## config.mk

```make
export PLATFORM = sky130hd
export DESIGN_NAME = rotary_encoder_input_top
export DESIGN_NICKNAME = d
export VERILOG_FILES = /design/src/rtl/rei_pkg.sv /design/src/rtl/rei_front.sv /design/src/rtl/rei_queue.sv /design/src/rtl/rei_back.sv /design/src/rtl/rotary_encoder_input_top.sv
export SDC_FILE = /design/constraint.sdc
export NUM_CORES = 1
export LEC_CHECK = 0
export ABC_AREA = 1
export BUFFER_PORTS_ARGS = -buffer_cell sky130_fd_sc_hd__buf_2
export CORE_MARGIN = 8
export CORE_UTILIZATION = 50
export DETAILED_ROUTE_END_ITERATION = 10
export HOLD_SLACK_MARGIN = 0.08
export PLACE_DENSITY = 0.69
export REMOVE_ABC_BUFFERS = 1
export SYNTH_ARGS = -nofsm -noshare
export SYNTH_HDL_FRONTEND = slang
export SYNTH_SLANG_ARGS = --single-unit
```

## constraint.sdc

```tcl
create_clock -name clk -period 9.65 [get_ports clk]
set_input_delay 2.895 -clock clk [delete_from_list [all_inputs] [get_ports clk]]
set_output_delay 2.895 -clock clk [all_outputs]
set_load 0.005 [all_outputs]
```

## src/rtl/rei_pkg.sv

```systemverilog
// Package for the rotary encoder input block: event codes, result bundle,
// quadrature table and fixed widths. No dependencies.
`timescale 1ns / 1ps
`default_nettype none

package rei_pkg;

  localparam int unsigned STEPS_PER_DETENT = 4;
  localparam int unsigned QDEPTH           = 4;
  localparam int unsigned QPTR_W           = $clog2(QDEPTH);

  localparam int unsigned IN_TDATA_W  = 40;
  localparam int unsigned OUT_TDATA_W = 24;
  localparam int unsigned CFG_IDX_W   = 2;
  localparam int unsigned CFG_DATA_W  = 16;

  typedef enum logic [CFG_IDX_W-1:0] {
    REG_DEBOUNCE  = 2'd0,
    REG_LONGPRESS = 2'd1,
    REG_ENABLE    = 2'd2
  } cfg_reg_t;

  typedef enum logic [1:0] {
    EV_TURN  = 2'd0,
    EV_CLICK = 2'd1,
    EV_LONG  = 2'd2
  } ev_t;

  // Results caused by one poll item: first result, optional second one.
  // The second result is always a click or a long press, detents zero.
  typedef struct packed {
    logic        two;
    ev_t         ev0;
    logic [15:0] det0;
    ev_t         ev1;
  } res_bundle_t;

  // Step from {prev_ab, ab}: A in bit 1, B in bit 0.
  localparam logic signed [1:0] QUAD_TABLE [16] = '{
     2'sd0, -2'sd1,  2'sd1,  2'sd0,
     2'sd1,  2'sd0,  2'sd0, -2'sd1,
    -2'sd1,  2'sd0,  2'sd0,  2'sd1,
     2'sd0,  2'sd1, -2'sd1,  2'sd0
  };

endpackage

`default_nettype wire

```

## src/rtl/rei_front.sv

```systemverilog
// Front part: takes input items and config writes, decodes the encoder,
// debounces the button and pushes the results of a poll into the queue.
// Depends on rei_pkg.
`timescale 1ns / 1ps
`default_nettype none

module rei_front (
  input  wire logic                           clk,
  input  wire logic                           rst_n,
  input  wire logic                           in_valid,
  output logic                                in_ready,
  input  wire logic                           kind,
  input  wire logic                           pin_a,
  input  wire logic                           pin_b,
  input  wire logic                           button_level,
  input  wire logic [31:0]                    now_ms,
  input  wire logic                           cfg_valid,
  input  wire logic [rei_pkg::CFG_IDX_W-1:0]  cfg_index,
  input  wire logic [rei_pkg::CFG_DATA_W-1:0] cfg_data,
  input  wire logic                           q_full,
  output logic                                q_push,
  output rei_pkg::res_bundle_t                q_data
);
  import rei_pkg::*;

  logic [7:0]  debounce_ms_r;
  logic [15:0] long_press_ms_r;
  logic        events_en_r;

  logic [1:0]  prev_ab_r,  prev_ab_nxt;
  logic [31:0] raw_cnt_r,  raw_cnt_nxt;
  logic [31:0] rep_cnt_r,  rep_cnt_nxt;
  logic        cand_lvl_r, cand_lvl_nxt;
  logic [31:0] cand_since_r, cand_since_nxt;
  logic        held_r,     held_nxt;
  logic [31:0] held_since_r, held_since_nxt;
  logic        long_fired_r, long_fired_nxt;

  logic              accept;
  logic [1:0]        ab;
  logic signed [1:0] step;
  logic [31:0]       diff, mag, quo, squo;
  logic              neg, turn, btn_ev, pressed, btn_down;
  ev_t               btn_code;

  assign in_ready = !q_full;
  assign accept   = in_valid && in_ready;
  assign ab       = {pin_a, pin_b};
  assign step     = QUAD_TABLE[{prev_ab_r, ab}];

  // Turn: signed move divided toward zero
  assign diff = raw_cnt_r - rep_cnt_r;
  assign neg  = diff[31];
  assign mag  = neg ? (32'd0 - diff) : diff;
  assign quo  = mag / STEPS_PER_DETENT;
  assign squo = neg ? (32'd0 - quo) : quo;
  assign turn = (quo != 32'd0);
  assign btn_down = !button_level;

  always_comb begin
    prev_ab_nxt    = prev_ab_r;
    raw_cnt_nxt    = raw_cnt_r;
    rep_cnt_nxt    = rep_cnt_r;
    cand_lvl_nxt   = cand_lvl_r;
    cand_since_nxt = cand_since_r;
    held_nxt       = held_r;
    held_since_nxt = held_since_r;
    long_fired_nxt = long_fired_r;
    pressed        = held_r;
    btn_ev         = 1'b0;
    btn_code       = EV_CLICK;
    if (accept && !kind) begin
      prev_ab_nxt = ab;
      raw_cnt_nxt = raw_cnt_r + {{30{step[1]}}, step};
    end else if (accept && kind) begin
      if (turn) begin
        rep_cnt_nxt = rep_cnt_r + (squo * STEPS_PER_DETENT);
      end
      if (btn_down != cand_lvl_r) begin
        cand_lvl_nxt   = btn_down;
        cand_since_nxt = now_ms;
      end
      if ((cand_lvl_nxt != held_r) &&
          ((now_ms - cand_since_nxt) >= {24'd0, debounce_ms_r})) begin
        pressed = cand_lvl_nxt;
      end
      if (pressed && !held_r) begin
        held_nxt       = 1'b1;
        held_since_nxt = now_ms;
        long_fired_nxt = 1'b0;
      end else if (pressed && held_r) begin
        if (!long_fired_r && ((now_ms - held_since_r) >= {16'd0, long_press_ms_r})) begin
          long_fired_nxt = 1'b1;
          btn_ev         = 1'b1;
          btn_code       = EV_LONG;
        end
      end else if (!pressed && held_r) begin
        held_nxt = 1'b0;
        btn_ev   = !long_fired_r;
        btn_code = EV_CLICK;
      end
    end
  end

  // Pack the poll results, turn first
  always_comb begin
    q_data.two  = turn && btn_ev;
    q_data.ev0  = turn ? EV_TURN : btn_code;
    q_data.det0 = turn ? squo[15:0] : 16'd0;
    q_data.ev1  = btn_code;
    q_push      = accept && kind && events_en_r && (turn || btn_ev);
  end

  always_ff @(posedge clk) begin
    if (!rst_n) begin
      debounce_ms_r   <= 8'd25;
      long_press_ms_r <= 16'd500;
      events_en_r     <= 1'b0;
      prev_ab_r       <= '0;
      raw_cnt_r       <= '0;
      rep_cnt_r       <= '0;
      cand_lvl_r      <= 1'b0;
      cand_since_r    <= '0;
      held_r          <= 1'b0;
      held_since_r    <= '0;
      long_fired_r    <= 1'b0;
    end else begin
      prev_ab_r    <= prev_ab_nxt;
      raw_cnt_r    <= raw_cnt_nxt;
      rep_cnt_r    <= rep_cnt_nxt;
      cand_lvl_r   <= cand_lvl_nxt;
      cand_since_r <= cand_since_nxt;
      held_r       <= held_nxt;
      held_since_r <= held_since_nxt;
      long_fired_r <= long_fired_nxt;
      if (cfg_valid) begin
        case (cfg_index)
          REG_DEBOUNCE:  debounce_ms_r   <= cfg_data[7:0];
          REG_LONGPRESS: long_press_ms_r <= cfg_data;
          REG_ENABLE:    events_en_r     <= cfg_data[0];
          default: ;
        endcase
      end
    end
  end

endmodule

`default_nettype wire

```

## src/rtl/rei_queue.sv

```systemverilog
// Short FIFO of result bundles between front and back.
// Depends on rei_pkg.
`timescale 1ns / 1ps
`default_nettype none

module rei_queue (
  input  wire logic                 clk,
  input  wire logic                 rst_n,
  input  wire logic                 push,
  input  wire rei_pkg::res_bundle_t push_data,
  input  wire logic                 pop,
  output rei_pkg::res_bundle_t      pop_data,
  output logic                      full,
  output logic                      empty
);
  import rei_pkg::*;

  res_bundle_t             mem_r [QDEPTH];
  logic [QPTR_W-1:0]       wr_ptr_r, rd_ptr_r;
  logic [QPTR_W:0]         cnt_r, cnt_nxt;
  logic                    do_push, do_pop;

  assign full     = (cnt_r == QDEPTH[QPTR_W:0]);
  assign empty    = (cnt_r == '0);
  assign do_push  = push && !full;
  assign do_pop   = pop && !empty;
  assign pop_data = mem_r[rd_ptr_r];

  always_comb begin
    cnt_nxt = cnt_r;
    if (do_push && !do_pop) cnt_nxt = cnt_r + 1'b1;
    else if (!do_push && do_pop) cnt_nxt = cnt_r - 1'b1;
  end

  always_ff @(posedge clk) begin
    if (do_push) mem_r[wr_ptr_r] <= push_data;
  end

  always_ff @(posedge clk) begin
    if (!rst_n) begin
      wr_ptr_r <= '0;
      rd_ptr_r <= '0;
      cnt_r    <= '0;
    end else begin
      cnt_r <= cnt_nxt;
      if (do_push) wr_ptr_r <= wr_ptr_r + 1'b1;
      if (do_pop)  rd_ptr_r <= rd_ptr_r + 1'b1;
    end
  end

endmodule

`default_nettype wire

```

## src/rtl/rei_back.sv

```systemverilog
// Back part: unpacks result bundles into single results on the output
// register, one per cycle while out_ready is high. Depends on rei_pkg.
`timescale 1ns / 1ps
`default_nettype none

module rei_back (
  input  wire logic                 clk,
  input  wire logic                 rst_n,
  input  wire logic                 q_empty,
  input  wire rei_pkg::res_bundle_t q_data,
  output logic                      q_pop,
  output logic                      out_valid,
  input  wire logic                 out_ready,
  output rei_pkg::ev_t              out_ev,
  output logic [15:0]               out_det,
  output logic                      out_last
);
  import rei_pkg::*;

  logic        valid_r, valid_nxt;
  logic        pend_r,  pend_nxt;
  ev_t         pend_ev_r;
  ev_t         ev_r;
  logic [15:0] det_r;
  logic        last_r;
  logic        slot_free;

  assign slot_free = !valid_r || out_ready;
  assign q_pop     = slot_free && !pend_r && !q_empty;
  assign out_valid = valid_r;
  assign out_ev    = ev_r;
  assign out_det   = det_r;
  assign out_last  = last_r;

  always_comb begin
    valid_nxt = valid_r;
    pend_nxt  = pend_r;
    if (slot_free) begin
      if (pend_r) begin
        valid_nxt = 1'b1;
        pend_nxt  = 1'b0;
      end else begin
        valid_nxt = !q_empty;
        pend_nxt  = !q_empty && q_data.two;
      end
    end
  end

  always_ff @(posedge clk) begin
    if (slot_free && pend_r) begin
      ev_r   <= pend_ev_r;
      det_r  <= 16'd0;
      last_r <= 1'b1;
    end else if (q_pop) begin
      ev_r      <= q_data.ev0;
      det_r     <= q_data.det0;
      last_r    <= !q_data.two;
      pend_ev_r <= q_data.ev1;
    end
  end

  always_ff @(posedge clk) begin
    if (!rst_n) begin
      valid_r <= 1'b0;
      pend_r  <= 1'b0;
    end else begin
      valid_r <= valid_nxt;
      pend_r  <= pend_nxt;
    end
  end

endmodule

`default_nettype wire

```

## src/rtl/rotary_encoder_input_top.sv

```systemverilog
// Rotary encoder and push-button input block, top level.
// Depends on rei_pkg, rei_front, rei_queue, rei_back.
//
// Encoder samples (tuser 0) and polls with time and button level (tuser 1)
// are taken one per cycle and processed in the cycle they are accepted; a
// poll may cause a turn result and then a click or long-press result. The
// results wait in a four-deep queue and leave through a registered output
// at one per cycle while out_tready is high, so the two results of a poll
// leave one after the other. Input is only stalled when the queue is full.
// Configuration writes are always accepted (cfg_ready is tied high).
`timescale 1ns / 1ps
`default_nettype none

module rotary_encoder_input_top (
  input  wire logic                           clk,
  input  wire logic                           rst_n,
  input  wire logic                           in_tvalid,
  output logic                                in_tready,
  // [0] pin_a, [1] pin_b, [2] button_level, [34:3] now_ms, [39:35] zero
  input  wire logic [rei_pkg::IN_TDATA_W-1:0] in_tdata,
  // [0] kind
  input  wire logic                           in_tuser,
  output logic                                out_tvalid,
  input  wire logic                           out_tready,
  // [1:0] event_res, [17:2] detents, [23:18] zero
  output logic [rei_pkg::OUT_TDATA_W-1:0]     out_tdata,
  output logic                                out_tlast,
  input  wire logic                           cfg_valid,
  output logic                                cfg_ready,
  input  wire logic [rei_pkg::CFG_IDX_W-1:0]  cfg_index,
  input  wire logic [rei_pkg::CFG_DATA_W-1:0] cfg_data
);
  import rei_pkg::*;

  res_bundle_t push_data, pop_data;
  logic        q_push, q_pop, q_full, q_empty;
  ev_t         ev;
  logic [15:0] det;

  assign cfg_ready = 1'b1;

  rei_front u_front (
    .clk          (clk),
    .rst_n        (rst_n),
    .in_valid     (in_tvalid),
    .in_ready     (in_tready),
    .kind         (in_tuser),
    .pin_a        (in_tdata[0]),
    .pin_b        (in_tdata[1]),
    .button_level (in_tdata[2]),
    .now_ms       (in_tdata[34:3]),
    .cfg_valid    (cfg_valid),
    .cfg_index    (cfg_index),
    .cfg_data     (cfg_data),
    .q_full       (q_full),
    .q_push       (q_push),
    .q_data       (push_data)
  );

  rei_queue u_queue (
    .clk       (clk),
    .rst_n     (rst_n),
    .push      (q_push),
    .push_data (push_data),
    .pop       (q_pop),
    .pop_data  (pop_data),
    .full      (q_full),
    .empty     (q_empty)
  );

  rei_back u_back (
    .clk       (clk),
    .rst_n     (rst_n),
    .q_empty   (q_empty),
    .q_data    (pop_data),
    .q_pop     (q_pop),
    .out_valid (out_tvalid),
    .out_ready (out_tready),
    .out_ev    (ev),
    .out_det   (det),
    .out_last  (out_tlast)
  );

  assign out_tdata = {6'd0, det, ev};

endmodule

`default_nettype wire
```

==> impl_summary.md <==
Yosys
In the synthesized netlist the async set-or-reset flop fraction comes to 0. The cell area that synthesis handed to floorplanning was 0.0220 sq mm. The gate count after technology mapping is around 3.3k. The post-synthesis cell type count is between 50 and 60. The number of flops mapped to enable cells by yosys is between 80 and 90.

For this run, the leading register cell type out of synthesis is sky130_fd_sc_hd__dfxtp_1. By count the netlist is led by sky130_fd_sc_hd__nand2_1 (773), sky130_fd_sc_hd__inv_1 (485), sky130_fd_sc_hd__a21oi_1 (306). Counting flops and latches in the post-synthesis netlist gives 272. The biggest area consumer among synthesized cells is sky130_fd_sc_hd__dfxtp_1.

By instance count, the leading cell after synthesis is sky130_fd_sc_hd__nand2_1. The post-synthesis average cell area is roughly 6.7 sq um. The top-area cell type share of the netlist area is 0.168.

The Yosys step of the flow raised 0 warnings. The proportion of synthesized chip area in sequential cells is 0.288. Sorting the synthesized cells by area gives the leading types as sky130_fd_sc_hd__dfxtp_1 (17%), sky130_fd_sc_hd__nand2_1 (13%), sky130_fd_sc_hd__edfxtp_1 (12%).

STA
The final number of max-transition violations is 0. On the final layout, the worst hold slack is roughly 0.45 ns. Timing would allow up to 0.118 GHz. At the pin with the least slew margin, the transition time is around 1.3 ns.

The worst pin sits at a relative slew slack of 0.144. Setup repair after global routing left no endpoint under its margin. In the finished design, the share of the clock period the worst path needs comes to 0.876. The total negative setup slack is 0 ns. Setup violations remaining at the end of the flow were counted as 0.

The number of endpoints with negative hold slack in the final report is 0. The worst-case clock skew is about 0.036 ns. The minimum clock period after layout is approximately 8.5 ns.

Placed design
The placer congestion estimate is between 0.9 and 1. The detailed placer's ending HPWL is roughly 47,000 um. The count of input and output buffers is between 70 and 80.

Cells and area
After filler insertion, the fill cell instance count of the layout stands at about 4.3k. The layout overhead on the synthesized area is 9.80%. The register area is 0.00633 sq mm.

The layout cell share with drive strength beyond 1 is 0.0649. The multi-input combinational cells in the finished layout cover a total of 0.0134 sq mm. The net total in the final layout is between 3k and 4k.

Critical path
STA puts the critical path data arrival time at 8.94 ns. The required arrival time at the worst endpoint is a little over 10 ns. In this run the worst path has a maximum fanout of 78.

The slowest stage cell on the critical path is sky130_fd_sc_hd__ha_2. The worst setup path is of the primary input to register kind. The setup check on the worst reg-to-reg path leaves a slack of around 2.8 ns. The kind of end point of the critical path is a register. The cell that appears most often on the critical path is sky130_fd_sc_hd__inv_1. In this design, the stage delay of the slowest critical-path cell is between 0.3 and 0.4 ns. The kind of launch point of the worst setup path is a primary input.

Min path
The min-delay analysis places its worst path in the category register to register.

Drt
The routed length per placed instance is 15.2 um. The per-cell via count in the routed design is 5.36. The first detailed-routing pass ran for 7 iterations. The number of design-rule violations left by the first detailed-router iteration is approximately 1.3k. After detailed routing, the number of remaining DRC violations is 0. The routed layout has between 20k and 25k vias.

The count of nets left with antenna violations once routing finished came out at 0. The final routed wirelength across all metal layers is 60,300 um.

Status
The run finished with clean final reports.

Floorplan
The die area is 0.0509 sq mm. From left edge to right edge, the die measures roughly 230 um. For this configuration, the core starts out at a cell density of 0.509. The overall die height is between 200 and 250 um. The standard cell core area is 0.0432 sq mm. The I/O pin count is 92. After floorplanning, the core was divided into 76 placement rows.

Global routing
The first global-routing pass estimated between 90,000 and 100,000 um of wire. For this run, the total global-route usage over all layers was measured as 0.233. For this run the aggregate overflow at the end of global routing stands at 0. The via count of the first global-routing pass is approximately 20k. The initial antenna violation count was 3. The largest net degree at the start of global routing is 84.

Clock network
The CTS H-tree depth is 2. After clock tree synthesis, the clock-pin slew on the worst setup and hold paths is around 0.06 ns. The number of cells upsized or downsized after cts is 0.

Buffers added to address setup during post-CTS repair amount to 0. The clock tree from TritonCTS is built. TritonCTS created 34 clock buffers. Clock latency on the worst-skew pair, taken at its later pin, is roughly 0.56 ns.

Counting every sink on the clock net gives roughly 270. The number of buffers inserted by hold repair at cts is 0. Counting along the longest clock path gives a buffer depth of 3. The buffer type at the clock tree root is sky130_fd_sc_hd__clkbuf_16.

Run
Across the run, the number of max-cap violations was 0.
==> sequential cells by signal, summed over array words and instances (netlist names), 8 cells and up, named ones only <==
name                     cells
u_front.debounce_ms_r        8
u_front.rep_cnt_r           30
u_front.cand_since_r        32
u_front.raw_cnt_r           32
u_queue.mem_r               84
u_front.held_since_r        32
u_back.out_det              16
u_front.long_press_ms_r     16
==> metrics by stage <==
step / util / setup WS [ns] / std cells / instance area, sq um
after floorplan: - / 0.623 / 3211 / 21600
after detailed placement: 0.530 / 0.662 / 3896 / 22900
after CTS: 0.558 / 1.24 / 3958 / 24100
final: 0.558 / 1.20 / 3960 / 24100
after global placement: 0.530 / 0.784 / 3896 / 22900
after global routing: 0.558 / 0.651 / 3960 / 24100
==> critical path: cells and delay by family <==
kind                       cells  cell delay, ns
and+or+nand+nor               17            2.42
adders and majority gates      5            1.47
buffers and inverters         11            1.12
AOI/OAI and AO/OA              6            0.85
xor gates and xnor gates       1            0.15
==> routing by layer <==
layer  track usage  wire length [um]  up-vias
li1              -                 -    10932
met1         0.302             27900     9753
met2         0.398             28100      448
met3        0.0324              2690       95
met4        0.0696              1610        0
met5             0                 0        -
==> cells in the final DEF, fill, tap and decap left out, drive strengths merged, types with 15 or more instances in the layout <==
cell type  instances
nand4             39
o21ai            285
a31oi             15
buf              100
a21oi            308
inv              503
xnor2             46
nand3            181
o211ai            19
o21bai            32
clkbuf            39
xor2              91
ha               181
nor2             315
edfxtp            88
dfxtp            184
nand2            783
nor3              29
o22ai             20
==> path summary, 6_finish.rpt <==
| kind | endpoint | start | cells after the start |
|---|---|---|---|
| hold reg to reg | u_front.cand_since_r[15] | u_front.cand_since_r[15] | 2 |
| setup reg to reg | u_front.rep_cnt_r[28] | u_front.rep_cnt_r[17] | 33 |
| setup / recovery | u_queue.cnt_r[2] | in_tdata[2] | 40 |
| hold / removal | u_front.cand_since_r[15] | u_front.cand_since_r[15] | 2 |
==> cells by family after synthesis <==
kind of cell	Yosys count	synth area share
simple gates	1373	0.260
compound gates	733	0.183
buf+inv	591	0.104
flops	272	0.288
xor+xnor	137	0.0553
mux	2	0.000912
other cells	2	0.000342
fa+ha+maj	186	0.108
==> area by class of cell <==
| type | count | share of cell area |
|---|---|---|
| Clock inverter | 23 | 0.0134 |
| Timing Repair Buffer | 100 | 0.0236 |
| Multi-Input combinational cell | 2438 | 0.555 |
| Clock buffer | 39 | 0.0369 |
| Tap cell | 585 | 0.0304 |
| Sequential cell | 272 | 0.262 |
| Antenna cell | 2 | 0.000208 |
| Inverter | 501 | 0.0780 |
Power is left out: the tool's default activity adds up to more than one toggle a clock period on the data nets, which glitch-free logic cannot reach.
